<file path="src/rtl/cesp_pkg.sv">
`default_nettype none

package cesp_pkg;

    localparam int QueueDepth = 4;

    localparam logic [7:0] STX      = 8'h02;
    localparam logic [7:0] QUIRK_LO = 8'ha1;
    localparam logic [7:0] QUIRK_HI = 8'hf9;

    localparam int NumCand  = 7;
    localparam int NameMax  = 11;
    localparam int DupLen   = 9;
    localparam int BigUpper = 5;

    typedef enum logic [2:0] {
        ST_HEADER  = 3'd0,
        ST_DATA    = 3'd1,
        ST_BACK    = 3'd2,
        ST_UNKNOWN = 3'd3,
        ST_QUIRK   = 3'd4
    } status_t;

    localparam logic [2:0] CS_NONE = 3'd0;
    localparam logic [2:0] CS_BIG5 = 3'd5;

    localparam logic [7:0] CAND_NAME [NumCand][NameMax] = '{
        '{"i", "s", "c", "i", "i", "-", "d", "e", "v", 8'h00, 8'h00},
        '{"k", "o", "i", "8", "-", "r", 8'h00, 8'h00, 8'h00, 8'h00, 8'h00},
        '{"k", "o", "i", "8", "-", "u", 8'h00, 8'h00, 8'h00, 8'h00, 8'h00},
        '{"v", "i", "s", "c", "i", "i", "1", ".", "1", "-", "1"},
        '{"b", "i", "g", "5", "-", "0", 8'h00, 8'h00, 8'h00, 8'h00, 8'h00},
        '{"B", "I", "G", "5", "-", "0", 8'h00, 8'h00, 8'h00, 8'h00, 8'h00},
        '{"g", "b", "k", "-", "0", 8'h00, 8'h00, 8'h00, 8'h00, 8'h00, 8'h00}
    };
    localparam logic [3:0] CAND_LEN [NumCand] = '{4'd9, 4'd6, 4'd6, 4'd11, 4'd6, 4'd6, 4'd5};
    localparam logic [2:0] CAND_CS  [NumCand] = '{3'd1, 3'd2, 3'd3, 3'd4, 3'd5, 3'd5, 3'd6};

    localparam logic [7:0] DUP_HEADER [DupLen] = '{
        8'h80, 8'h89, "B", "I", "G", "5", "-", "0", 8'h02
    };

    typedef struct packed {
        logic       replay;
        status_t    status;
        logic [7:0] data;
        logic [2:0] charset;
        logic [3:0] last_idx;
        logic [3:0] data_cnt;
    } cmd_t;

    function automatic logic [7:0] dup_byte(input logic [3:0] k);
        logic [7:0] r;
        r = 8'h00;
        if (k < 4'(DupLen)) begin
            r = DUP_HEADER[k];
        end
        return r;
    endfunction

endpackage

`default_nettype wire

</file>
<file path="src/rtl/ctext_extended_segment_parser.sv">
`default_nettype none

// Channel   Direction  Ports               Payload
// s_ input  in         tvalid tready tdata tuser    in_byte; func, seg_mode
// m_ result out        tvalid tready tdata tuser tlast  out_byte, charset; status
//
// One transfer in per cycle while the command queue has room; most bytes give
// one result, a broken Big5 header replay gives up to nine, one per cycle while the receiver is ready.
// Matched header bytes give no result until the ninth.
// Synchronous active-low reset returns the parser to idle with an empty queue.
// A full queue stalls the front and m_tready the back; the queue absorbs short output stalls.

module ctext_extended_segment_parser #(
    parameter int QUEUE_DEPTH = cesp_pkg::QueueDepth
) (
    input  wire         aclk,
    input  wire         aresetn,
    input  wire         s_tvalid,
    output logic        s_tready,
    input  wire  [7:0]  s_tdata,   // [7:0] in_byte
    input  wire  [1:0]  s_tuser,   // [0] func, [1] seg_mode
    output logic        m_tvalid,
    input  wire         m_tready,
    output logic [15:0] m_tdata,   // [7:0] out_byte, [10:8] charset, [15:11] zero
    output logic [2:0]  m_tuser,   // [2:0] status
    output logic        m_tlast
);

    logic           full;
    logic           accept;
    logic           push;
    logic           pop;
    logic           head_valid;
    cesp_pkg::cmd_t push_cmd;
    cesp_pkg::cmd_t head_cmd;

    assign s_tready = !full;
    assign accept   = s_tvalid && !full;

    cesp_front u_front (
        .aclk     (aclk),
        .aresetn  (aresetn),
        .accept   (accept),
        .func     (s_tuser[0]),
        .seg_mode (s_tuser[1]),
        .in_byte  (s_tdata),
        .push     (push),
        .cmd      (push_cmd)
    );

    cesp_queue #(
        .DEPTH (QUEUE_DEPTH)
    ) u_queue (
        .aclk       (aclk),
        .aresetn    (aresetn),
        .push       (push),
        .push_cmd   (push_cmd),
        .pop        (pop),
        .full       (full),
        .head_valid (head_valid),
        .head_cmd   (head_cmd)
    );

    cesp_back u_back (
        .aclk       (aclk),
        .aresetn    (aresetn),
        .head_valid (head_valid),
        .head_cmd   (head_cmd),
        .pop        (pop),
        .m_tvalid   (m_tvalid),
        .m_tready   (m_tready),
        .m_tdata    (m_tdata),
        .m_tuser    (m_tuser),
        .m_tlast    (m_tlast)
    );

endmodule

`default_nettype wire

</file>
<file path="src/rtl/cesp_front.sv">
`default_nettype none

module cesp_front (
    input  wire               aclk,
    input  wire               aresetn,
    input  wire               accept,
    input  wire               func,
    input  wire               seg_mode,
    input  wire  [7:0]        in_byte,
    output logic              push,
    output cesp_pkg::cmd_t    cmd
);

    typedef enum logic [4:0] {
        PH_IDLE  = 5'b00001,
        PH_LEN2  = 5'b00010,
        PH_NAME  = 5'b00100,
        PH_QUIRK = 5'b01000,
        PH_DATA  = 5'b10000
    } phase_t;

    phase_t      phase_reg, phase_next;
    logic [13:0] rem_reg, rem_next;
    logic [3:0]  nlen_reg, nlen_next;
    logic [6:0]  match_reg, match_next;
    logic [2:0]  cs_reg, cs_next;
    logic        flag_reg, flag_next;
    logic        mode_reg, mode_next;
    logic [3:0]  qidx_reg, qidx_next;

    logic [13:0] rem_dec;
    logic [13:0] len2_val;
    logic [13:0] qcount;
    logic [3:0]  qidx_inc;
    logic        hit;
    logic [2:0]  hit_idx;
    logic [6:0]  match_upd;

    always_comb begin
        hit     = 1'b0;
        hit_idx = 3'd0;
        for (int j = 0; j < cesp_pkg::NumCand; j++) begin
            if (!hit && match_reg[j] && (nlen_reg == cesp_pkg::CAND_LEN[j])
                    && ((mode_reg && j >= 4) || (!mode_reg && j < 4))) begin
                hit     = 1'b1;
                hit_idx = 3'(j);
            end
        end
    end

    always_comb begin
        match_upd = match_reg;
        for (int j = 0; j < cesp_pkg::NumCand; j++) begin
            if (nlen_reg >= cesp_pkg::CAND_LEN[j]) begin
                match_upd[j] = 1'b0;
            end else if (cesp_pkg::CAND_NAME[j][nlen_reg] != in_byte) begin
                match_upd[j] = 1'b0;
            end
        end
    end

    assign rem_dec  = rem_reg - 14'd1;
    assign len2_val = {rem_reg[6:0], in_byte[6:0]};
    assign qidx_inc = qidx_reg + 4'd1;
    assign qcount   = {10'd0, qidx_inc};

    always_comb begin
        phase_next = phase_reg;
        rem_next   = rem_reg;
        nlen_next  = nlen_reg;
        match_next = match_reg;
        cs_next    = cs_reg;
        flag_next  = flag_reg;
        mode_next  = mode_reg;
        qidx_next  = qidx_reg;
        push       = 1'b0;
        cmd        = '{replay: 1'b0, status: cesp_pkg::ST_HEADER, data: 8'h00,
                       charset: cesp_pkg::CS_NONE, last_idx: 4'd0, data_cnt: 4'd0};
        if (accept) begin
            push = 1'b1;
            if (!func) begin
                phase_next = PH_LEN2;
                rem_next   = {7'd0, in_byte[6:0]};
                mode_next  = seg_mode;
                nlen_next  = 4'd0;
                match_next = 7'h7f;
                cs_next    = cesp_pkg::CS_NONE;
                flag_next  = 1'b0;
                qidx_next  = 4'd0;
            end else begin
                unique case (phase_reg)
                    PH_LEN2: begin
                        rem_next = len2_val;
                        if (len2_val == 14'd0) begin
                            phase_next = PH_IDLE;
                            cs_next    = cesp_pkg::CS_NONE;
                            flag_next  = 1'b0;
                            qidx_next  = 4'd0;
                        end else begin
                            phase_next = PH_NAME;
                        end
                    end
                    PH_NAME: begin
                        rem_next = rem_dec;
                        if (in_byte == cesp_pkg::STX) begin
                            if (!hit) begin
                                phase_next = PH_IDLE;
                                cs_next    = cesp_pkg::CS_NONE;
                                flag_next  = 1'b0;
                                qidx_next  = 4'd0;
                                cmd.status = cesp_pkg::ST_UNKNOWN;
                            end else begin
                                cs_next     = cesp_pkg::CAND_CS[hit_idx];
                                qidx_next   = 4'd0;
                                phase_next  = (hit_idx == 3'(cesp_pkg::BigUpper)) ?
                                              PH_QUIRK : PH_DATA;
                                cmd.charset = cesp_pkg::CAND_CS[hit_idx];
                            end
                        end else begin
                            match_next = match_upd;
                            if (nlen_reg != 4'hf) begin
                                nlen_next = nlen_reg + 4'd1;
                            end
                            if (rem_dec == 14'd0) begin
                                phase_next = PH_IDLE;
                                cs_next    = cesp_pkg::CS_NONE;
                                flag_next  = 1'b0;
                                qidx_next  = 4'd0;
                            end
                        end
                    end
                    PH_QUIRK: begin
                        if (in_byte == cesp_pkg::dup_byte(qidx_reg)
                                && qidx_reg < 4'(cesp_pkg::DupLen)) begin
                            if (qidx_inc == 4'(cesp_pkg::DupLen)) begin
                                qidx_next   = 4'd0;
                                flag_next   = 1'b1;
                                phase_next  = PH_DATA;
                                cmd.status  = cesp_pkg::ST_QUIRK;
                                cmd.charset = cesp_pkg::CS_BIG5;
                            end else begin
                                qidx_next = qidx_inc;
                                push      = 1'b0;
                            end
                        end else begin
                            cmd.replay   = 1'b1;
                            cmd.data     = in_byte;
                            cmd.last_idx = qidx_reg;
                            qidx_next    = 4'd0;
                            if (rem_reg < qcount) begin
                                cmd.data_cnt = rem_reg[3:0];
                                rem_next     = 14'd0;
                                phase_next   = PH_IDLE;
                                cs_next      = cesp_pkg::CS_NONE;
                                flag_next    = 1'b0;
                            end else begin
                                cmd.data_cnt = qidx_inc;
                                rem_next     = rem_reg - qcount;
                                phase_next   = PH_DATA;
                            end
                        end
                    end
                    PH_DATA: begin
                        cmd.data = in_byte;
                        if (rem_reg == 14'd0) begin
                            if (flag_reg && cs_reg == cesp_pkg::CS_BIG5
                                    && in_byte >= cesp_pkg::QUIRK_LO
                                    && in_byte <= cesp_pkg::QUIRK_HI) begin
                                rem_next    = 14'd1;
                                cmd.status  = cesp_pkg::ST_DATA;
                                cmd.charset = cs_reg;
                            end else begin
                                phase_next = PH_IDLE;
                                cs_next    = cesp_pkg::CS_NONE;
                                flag_next  = 1'b0;
                                qidx_next  = 4'd0;
                                cmd.status = cesp_pkg::ST_BACK;
                            end
                        end else begin
                            rem_next    = rem_dec;
                            cmd.status  = cesp_pkg::ST_DATA;
                            cmd.charset = cs_reg;
                        end
                    end
                    default: begin
                        cmd.status = cesp_pkg::ST_BACK;
                        cmd.data   = in_byte;
                    end
                endcase
            end
        end
    end

    always_ff @(posedge aclk) begin
        if (!aresetn) begin
            phase_reg <= PH_IDLE;
            rem_reg   <= 14'd0;
            nlen_reg  <= 4'd0;
            match_reg <= 7'h7f;
            cs_reg    <= cesp_pkg::CS_NONE;
            flag_reg  <= 1'b0;
            mode_reg  <= 1'b0;
            qidx_reg  <= 4'd0;
        end else begin
            phase_reg <= phase_next;
            rem_reg   <= rem_next;
            nlen_reg  <= nlen_next;
            match_reg <= match_next;
            cs_reg    <= cs_next;
            flag_reg  <= flag_next;
            mode_reg  <= mode_next;
            qidx_reg  <= qidx_next;
        end
    end

endmodule

`default_nettype wire

</file>
<file path="src/rtl/cesp_queue.sv">
`default_nettype none

module cesp_queue #(
    parameter int DEPTH = cesp_pkg::QueueDepth
) (
    input  wire               aclk,
    input  wire               aresetn,
    input  wire               push,
    input  cesp_pkg::cmd_t    push_cmd,
    input  wire               pop,
    output logic              full,
    output logic              head_valid,
    output cesp_pkg::cmd_t    head_cmd
);

    localparam int PtrW = (DEPTH > 1) ? $clog2(DEPTH) : 1;
    localparam int CntW = $clog2(DEPTH + 1);

    cesp_pkg::cmd_t entry_reg [DEPTH];
    logic [PtrW-1:0] wr_ptr_reg, rd_ptr_reg;
    logic [CntW-1:0] count_reg;
    logic            do_push, do_pop;

    assign full       = (count_reg == CntW'(DEPTH));
    assign head_valid = (count_reg != '0);
    assign head_cmd   = entry_reg[rd_ptr_reg];
    assign do_push    = push && !full;
    assign do_pop     = pop && head_valid;

    always_ff @(posedge aclk) begin
        if (do_push) begin
            entry_reg[wr_ptr_reg] <= push_cmd;
        end
    end

    always_ff @(posedge aclk) begin
        if (!aresetn) begin
            wr_ptr_reg <= '0;
            rd_ptr_reg <= '0;
            count_reg  <= '0;
        end else begin
            if (do_push) begin
                wr_ptr_reg <= (wr_ptr_reg == PtrW'(DEPTH - 1)) ? '0 : wr_ptr_reg + PtrW'(1);
            end
            if (do_pop) begin
                rd_ptr_reg <= (rd_ptr_reg == PtrW'(DEPTH - 1)) ? '0 : rd_ptr_reg + PtrW'(1);
            end
            if (do_push && !do_pop) begin
                count_reg <= count_reg + CntW'(1);
            end else if (do_pop && !do_push) begin
                count_reg <= count_reg - CntW'(1);
            end
        end
    end

endmodule

`default_nettype wire

</file>
<file path="src/rtl/cesp_back.sv">
`default_nettype none

module cesp_back (
    input  wire               aclk,
    input  wire               aresetn,
    input  wire               head_valid,
    input  cesp_pkg::cmd_t    head_cmd,
    output logic              pop,
    output logic              m_tvalid,
    input  wire               m_tready,
    output logic [15:0]       m_tdata,
    output logic [2:0]        m_tuser,
    output logic              m_tlast
);

    logic [3:0]  idx_reg;
    logic        valid_reg;
    logic [7:0]  byte_reg;
    logic [2:0]  cs_reg;
    logic [2:0]  status_reg;
    logic        last_reg;

    logic        advance;
    logic        is_last;
    logic [7:0]  res_byte;
    logic [2:0]  res_cs;
    logic [2:0]  res_status;

    assign advance = head_valid && (!valid_reg || m_tready);
    assign is_last = (idx_reg == head_cmd.last_idx);
    assign pop     = advance && is_last;

    always_comb begin
        res_byte   = head_cmd.data;
        res_cs     = head_cmd.charset;
        res_status = head_cmd.status;
        if (head_cmd.replay) begin
            if (idx_reg < head_cmd.last_idx) begin
                res_byte = cesp_pkg::dup_byte(idx_reg);
            end
            if (idx_reg < head_cmd.data_cnt) begin
                res_status = cesp_pkg::ST_DATA;
                res_cs     = cesp_pkg::CS_BIG5;
            end else begin
                res_status = cesp_pkg::ST_BACK;
                res_cs     = cesp_pkg::CS_NONE;
            end
        end
    end

    always_ff @(posedge aclk) begin
        if (advance) begin
            byte_reg   <= res_byte;
            cs_reg     <= res_cs;
            status_reg <= res_status;
            last_reg   <= is_last;
        end
    end

    always_ff @(posedge aclk) begin
        if (!aresetn) begin
            valid_reg <= 1'b0;
            idx_reg   <= 4'd0;
        end else begin
            if (advance) begin
                valid_reg <= 1'b1;
                idx_reg   <= is_last ? 4'd0 : idx_reg + 4'd1;
            end else if (m_tready) begin
                valid_reg <= 1'b0;
            end
        end
    end

    assign m_tvalid = valid_reg;
    assign m_tdata  = {5'd0, cs_reg, byte_reg};
    assign m_tuser  = status_reg;
    assign m_tlast  = last_reg;

endmodule

`default_nettype wire

</file>
<file path="config.mk">
export PLATFORM = sky130hd
export DESIGN_NAME = ctext_extended_segment_parser
export DESIGN_NICKNAME = d
export VERILOG_FILES = /design/src/rtl/cesp_pkg.sv /design/src/rtl/ctext_extended_segment_parser.sv /design/src/rtl/cesp_front.sv /design/src/rtl/cesp_queue.sv /design/src/rtl/cesp_back.sv
export SDC_FILE = /design/constraint.sdc
export NUM_CORES = 1
export LEC_CHECK = 0
export CORE_ASPECT_RATIO = 1.1
export CORE_MARGIN = 2
export CORE_UTILIZATION = 50
export CTS_CLUSTER_SIZE = 24
export DETAILED_ROUTE_END_ITERATION = 7
export DONT_BUFFER_PORTS = 1
export HOLD_SLACK_MARGIN = 0.03
export SYNTH_ARGS = -nofsm -noshare
export SYNTH_HDL_FRONTEND = slang
export SYNTH_SLANG_ARGS = --single-unit
</file>
<file path="constraint.sdc">
create_clock -name aclk -period 10 [get_ports aclk]
set_input_delay 2.5 -clock aclk [delete_from_list [all_inputs] [get_ports aclk]]
set_output_delay 2.5 -clock aclk [all_outputs]
set_load 0.1 [all_outputs]
</file>
# Word level (Yosys, flattened, before mapping)
# Memories as Yosys holds them, arrays and structs flattened. A register that Yosys moved wholly into a read port is not among the register bits.
# Index checks and enable logic that the tools add are counted.
# totals
regBits,66
latch_bits,0
ramBits,92
rom_bits,1176
inputBits,14
out_inout_bits,22
elab_cells,322
n_memories,11
# mem_list
name,depth,width,read_ports,rd_clocked_by_memory_dff,wr,line,rtl
(no name shown),16,8,1,0,0,cesp_pkg.sv:56,r = DUP_HEADER[k];
(no name shown),16,8,1,0,0,cesp_front.sv:56,end else if (cesp_pkg::CAND_NAME[j][nlen_reg] != in_byte) begin
(no name shown),16,8,1,0,0,cesp_front.sv:56,
(no name shown),16,8,1,0,0,cesp_front.sv:56,
(no name shown),16,8,1,0,0,cesp_front.sv:56,
(no name shown),16,8,1,0,0,cesp_front.sv:56,
5 more memories,n/a,n/a,n/a,n/a,n/a,n/a,
# op_classes
n_addsub,9
mul,0
div,0
n_lt_le_gt_ge,15
n_eq_ne,46
shift,0
n_mux,149
bitwise,5
reduce_logical,64
# ops
cell,n
8-bit two-way mux,28
3-bit two-way mux,28
14-bit two-way mux,5
4-bit two-way mux,14
8-bit != test,7
14-bit one-hot mux with 4 select lines,1
5-bit two-way mux,10
23-bit two-way mux,2
1-bit two-way mux,43
14-bit logical NOT,3
4-bit AND reduction,9
1-bit logical AND,31
3-bit one-hot mux with 4 select lines,2
7-bit two-way mux,3
3-bit by 1-bit != test with 1-bit output (second input constant),7
5-bit one-hot mux with 4 select lines,1
6-bit AND reduction,3
2-bit two-way mux,8
4-bit != test (second input constant),4
4-bit one-hot mux with 4 select lines,1
8-bit one-hot mux with 2 select lines,1
5-bit >= comparator (second input constant),3
4-bit NOT with 5-bit output,3
14-bit by 4-bit < comparator with 1-bit output,1
other kinds (40),70

# Depth between registers and ports, before layout
# depth
word_depth,43
ltp_mapped,15
ltp_nobuf,15

# By module
# From an unflattened synthesis, not the netlist that was laid out.
# hier_totals
hier_cells,906
hier_area_um2,9514.1
# by_module_without_submodules
mod,instances,cells_per_inst,area_each_um2,seq_area_each_um2
cesp_front,1,622,4489.3,780.7
cesp_queue,1,171,3828.7,2942.8
cesp_back,1,111,1186.1,550.5
ctext_extended_segment_parser,1,2,10.0,0.0

# Least setup slack after synthesis
# No wires, ideal clock.
# synth_timing
path_kind,in2reg
startpoint,input s_tdata[3]
endpoint,register u_queue.count_reg[2]
setup_time_ns,0.071
arrival_time_ns,5.048
required_ns,9.929
slack_ns,4.881
stages,13
path_buffers,1
path_cell_list,buf_2 > or2_2 > a222oi_1 > and4b_1 > o2111ai_1 > nor4_4 > nor2_1 > ha_1 > inv_1 > fa_1 > xor2_1 > or3_1 > a21oi_1
# synth_between
elab_chain_cells,10
elab_cells_between_ends,12
classes_between,1 x eq/ne; 5 x mux; 6 x reduce/logical
# synth_lines
element,line,rtl
from (decl),ctext_extended_segment_parser.sv:20,"input wire [7:0] s_tdata,"
8-bit equality test (*),cesp_front.sv:133,if (in_byte == cesp_pkg::dup_byte(qidx_reg)
1-bit logical AND (*),cesp_front.sv:134,&& qidx_reg < 4'(cesp_pkg::DupLen)) begin
1-bit two-way mux (*),cesp_front.sv:133,
1-bit two-way mux (*),cesp_front.sv:91,unique case (phase_reg)
1-bit two-way mux (*),cesp_front.sv:81,if (!func) begin
1-bit two-way mux (*),cesp_front.sv:79,if (accept) begin
1-bit logical AND (*),cesp_queue.sv:27,assign do_push = push && !full;
via u_queue.do_push,cesp_queue.sv:22,"logic do_push, do_pop;"
1-bit logical NOT,cesp_queue.sv:50,end else if (do_pop && !do_push) begin
1-bit logical AND,cesp_queue.sv:50,
2-bit nonzero test (no line),n/a,
to (signal assigned),cesp_queue.sv:49,count_reg <= count_reg + CntW'(1);
to (signal assigned),cesp_queue.sv:51,count_reg <= count_reg - CntW'(1);
to (decl),cesp_queue.sv:21,logic [CntW-1:0] count_reg;
# Mark *: on every way through the listed nets, which the timed path passes. The rest lies on a longest branch.
# A chain may end at the register's enable or synchronous reset.

# Worst setup path in the final report
# Same ends and word-level chain as after synthesis.

==> metrics.md <==
| Metric | Value |
|---|---|
| DR vias/cell | `6.40` |
| Main combinational cell family by area after synthesis | `compound AO/OA/AOI/OAI gates` |
| WP data arrival | `5.55 ns` |
| Die Ht | `149 µm` |
| Largest net degree at the start of global routing | `38` |
| Primary FF master, synth | `edfxtp_1` |
| Share of cells above drive strength 1 | `8.62%` |
| Hold Crit Start | `u_front.cs_reg[1]` |
| Tot GR Track Use | `24.8%` |
| Leak Pwr | `0.00354 µW` |
| Worst Setup SP | `s_tdata[3]` |
| RSZ-0062 raised after global routing | `false` |
| Postcts setup bufs | `0` |
| CTS tree | `done` |
| Area of the multi-input gates | `4870 µm²` |
| Clock power share | `30.4%` |
| Max Slew Vio Count | `0` |
| Routability Congestion | `0.960` |
| CP Class | `in -> reg` |
| Drt first-iter violations | `638` |
| Final Hold Vio Count | `0` |
| Combinational power share | `20.3%` |
| Residual DRC count | `0` |
| Seq pwr share | `49.3%` |
| H-tree Lvls | `4` |
| Critical Path End | `u_queue.count_reg[2]` |
| Final Core Density | `54.2%` |
| Net Sw Frac | `38.0%` |
| Final TNS setup | `0 ns` |
| Number of diodes | `0` |
| Met1 Usage GRT | `32.7%` |
| WL per Instance | `21.0 µm` |
| Simple-Gate Fraction of Synth Area | `16.3%` |
| Post-route cell area | `10300 µm²` |
| CTS Buf Count | `17` |
| Max_slew headroom | `21.7%` |
| Area delta synth->final | `7.07%` |
| Worst R2R Start | `u_front.qidx_reg[0]` |
| Unique cell type count in the Yosys netlist | `87` |
| FP Rows | `53` |
| Number of synthesized flops with an enable pin | `107` |
| Largest register FFs | `92` |
| Setup crit end kind | `flip-flop` |
| Core Area | `19000 µm²` |
| R2R cell count | `14` |
| Initial Util | `50.6%` |
| Clock Root Buffer | `clkbuf_16` |
| Worst R2R End | `u_queue.count_reg[2]` |
| Vias in the first global route | `7273` |
| Fin nets | `945` |
| # IOs | `36` |
| Flops & latches, synth | `160` |
| Drt first pass iters | `5` |
| CTS Hold Bufs | `0` |
| Layout Cells excl Fill | `1152` |
| Worst Hold Margin | `0.469 ns` |
| Clk_lat worst skew | `0.43 ns` |
| Synth Cell Area | `9600 µm²` |
| Global route overflow | `0` |
| First-pass GRT wire length | `39100 µm` |
| Maximum vdd drop | `0.000189 V` |
| Seq/Total Area, Yosys | `44.5%` |
| Post-CTS resize count | `0` |
| R2R setup slack | `5.75 ns` |
| Clock transition at path regs | `0.07 ns` |
| Dpl cells | `1120` |
| Final WL | `24200 µm` |
| XOR/XNOR Fraction of Synth Area | `3.92%` |
| Worst slew pin tran | `1.17 ns` |
| Worst Skew | `0.00917 ns` |
| Yosys warning total | `0` |
| Period Utilization, post-route | `52.1%` |
| Met3 usage | `4.55%` |
| Post-detail-place hpwl | `16900 µm` |
| Worst path required time | `10.34 ns` |
| Die ar. | `20300 µm²` |
| Die width | `136 µm` |
| Switching power | `864 µW` |
| Initial antenna violation count | `0` |
| Dpl cell area | `9660 µm²` |
| Fraction of the mapped netlist area in adder cells | `5.24%` |
| Mux contribution to synthesized area | `8.22%` |
| Worst Path Max Fanout | `19` |
| Asr flop ratio synth | `0%` |
| DR vias | `7373` |
| Critical path startpoint category | `input port` |
| Crit path time final | `5.21 ns` |
| PD cells | `221 nW/µm²` |
| Endpoints failing setup | `0` |
| Fmax | `0.192 GHz` |
| Syn avg cell area | `10.3 µm²` |
| Post-Synthesis Cells | `936` |
| Max-cap violations | `0` |
| Number of fill cells | `1707` |
| Met2 usage | `40.7%` |
| Seq. cell area | `4270 µm²` |
| Max clock buf depth | `2` |
| Internal power | `1410 µW` |
| Global route hottest layer | `met2` |
| Antenna-violating nets left | `0` |
| Hold Path Class | `reg -> reg` |
| Num Clock Sinks | `160` |
| Status | `finished clean` |
| Post-synthesis compound-gate area fraction | `16.8%` |
| # port buffers | `0` |
[cell usage after synthesis (all sizes together) (8+ instances only)]
master	n	area, µm²
o21a	10	75.1
nand4	9	56.3
xor2	19	166
nor3	29	150
clkbuf	47	176
a21o	11	82.6
and3	9	56.3
o211ai	11	82.6
nor2b	15	93.8
inv	45	169
o221ai	9	78.8
ha	37	463
nor4	8	86.3
nand2	58	218
xnor2	24	210
nand3	22	110
o21ai	52	260
edfxtp	107	3210
and2	15	93.8
dfxtp	53	1060
a21oi	50	250
o22ai	9	56.3
buf	24	120
nor2	66	248
a22oi	8	60.1
a31oi	8	50.1
mux4	23	518
mux2i	20	200
[routing by layer]
layer,part of all wire [%],up-vias
met5,0,-
met1,43,3631
met2,50,257
li1,-,3436
met4,2.5,0
met3,4.9,49
[critical path, cell delays in order]
cell and delay, ns:
or2_2 0.30, a222oi_1 0.32, and4b_1 0.28, o2111ai_1 0.18, nor4_4 0.69, nor2_1 0.20, ha_1 0.27, inv_1 0.08
fa_1 0.18, xor2_1 0.07, or3_1 0.32, a21oi_1 0.14
[metrics by stage]
stage | setup WS [ns] | power (µW)
2_1_floorplan | 4.88 | 1490
3_3_place_gp | 4.47 | 1580
3_5_place_dp | 4.35 | 1600
4_1_cts | 4.80 | 2290
5_1_grt | 4.51 | 2380
6_report | 4.79 | 2270
[area by class of cell]
class	count	share of cell area, %
Clock buffer	18	4.17
Timing Repair Buffer	4	0.292
Multi-Input combinational cell	662	47.4
Tap cell	247	3.01
Sequential cell	160	41.6
Inverter	47	1.72
Clock inverter	14	1.87
[how the worst min path moves through the flow]
stage | endpoint | cells past startpoint
floorplan | u_front.cs_reg[1] | 2
global placement | u_front.cs_reg[1] | 2
detailed placement | u_front.cs_reg[1] | 2
CTS | u_front.cs_reg[1] | 2
global route | u_front.match_reg[1] | 1
finish | u_front.cs_reg[1] | 2
[power by group through the flow]
stage / logic, µW / registers [µW] / clock network (µW)
floorplan: 377 / 1110 / 0
global placement: 449 / 1130 / 0
detailed placement: 461 / 1130 / 0
CTS: 464 / 1120 / 704
global route: 514 / 1130 / 733
finish: 462 / 1120 / 690
[layout by cell type, fill, tap and decap left out, types with 6 or more instances in the layout]
cell	synthesis	layout
mux4_2	23	23
nand4_1	9	9
o31ai_1	7	7
edfxtp_1	107	107
o22ai_1	9	9
nor3_1	28	28
a31oi_1	8	8
dfxtp_1	53	53
a21oi_1	50	50
or4_1	6	6
clkbuf_16	0	17
and2_1	14	14
nand3_1	22	22
xor2_1	19	19
a21o_1	11	11
a211oi_1	7	7
o221ai_1	9	9
mux2i_1	20	20
inv_6	0	7
inv_1	44	44
a22oi_1	8	8
xnor2_1	24	24
nand3b_1	7	7
ha_1	37	37
o211ai_1	11	11
o21ai_0	50	50
nor2_1	66	66
or3_1	7	7
nand2_1	58	58
and3_1	9	9
o21a_1	10	10
nor2b_1	15	15
[cells by family after synthesis]
logic type,after synthesis
buffers and inverters,118
DFF,160
AOI/OAI and AO/OA,238
and+or+nand+nor,288
muxes,49
other,1
adders and majority gates,39
xor gates and xnor gates,43
Note: power is estimated with default switching activity, not from simulation.
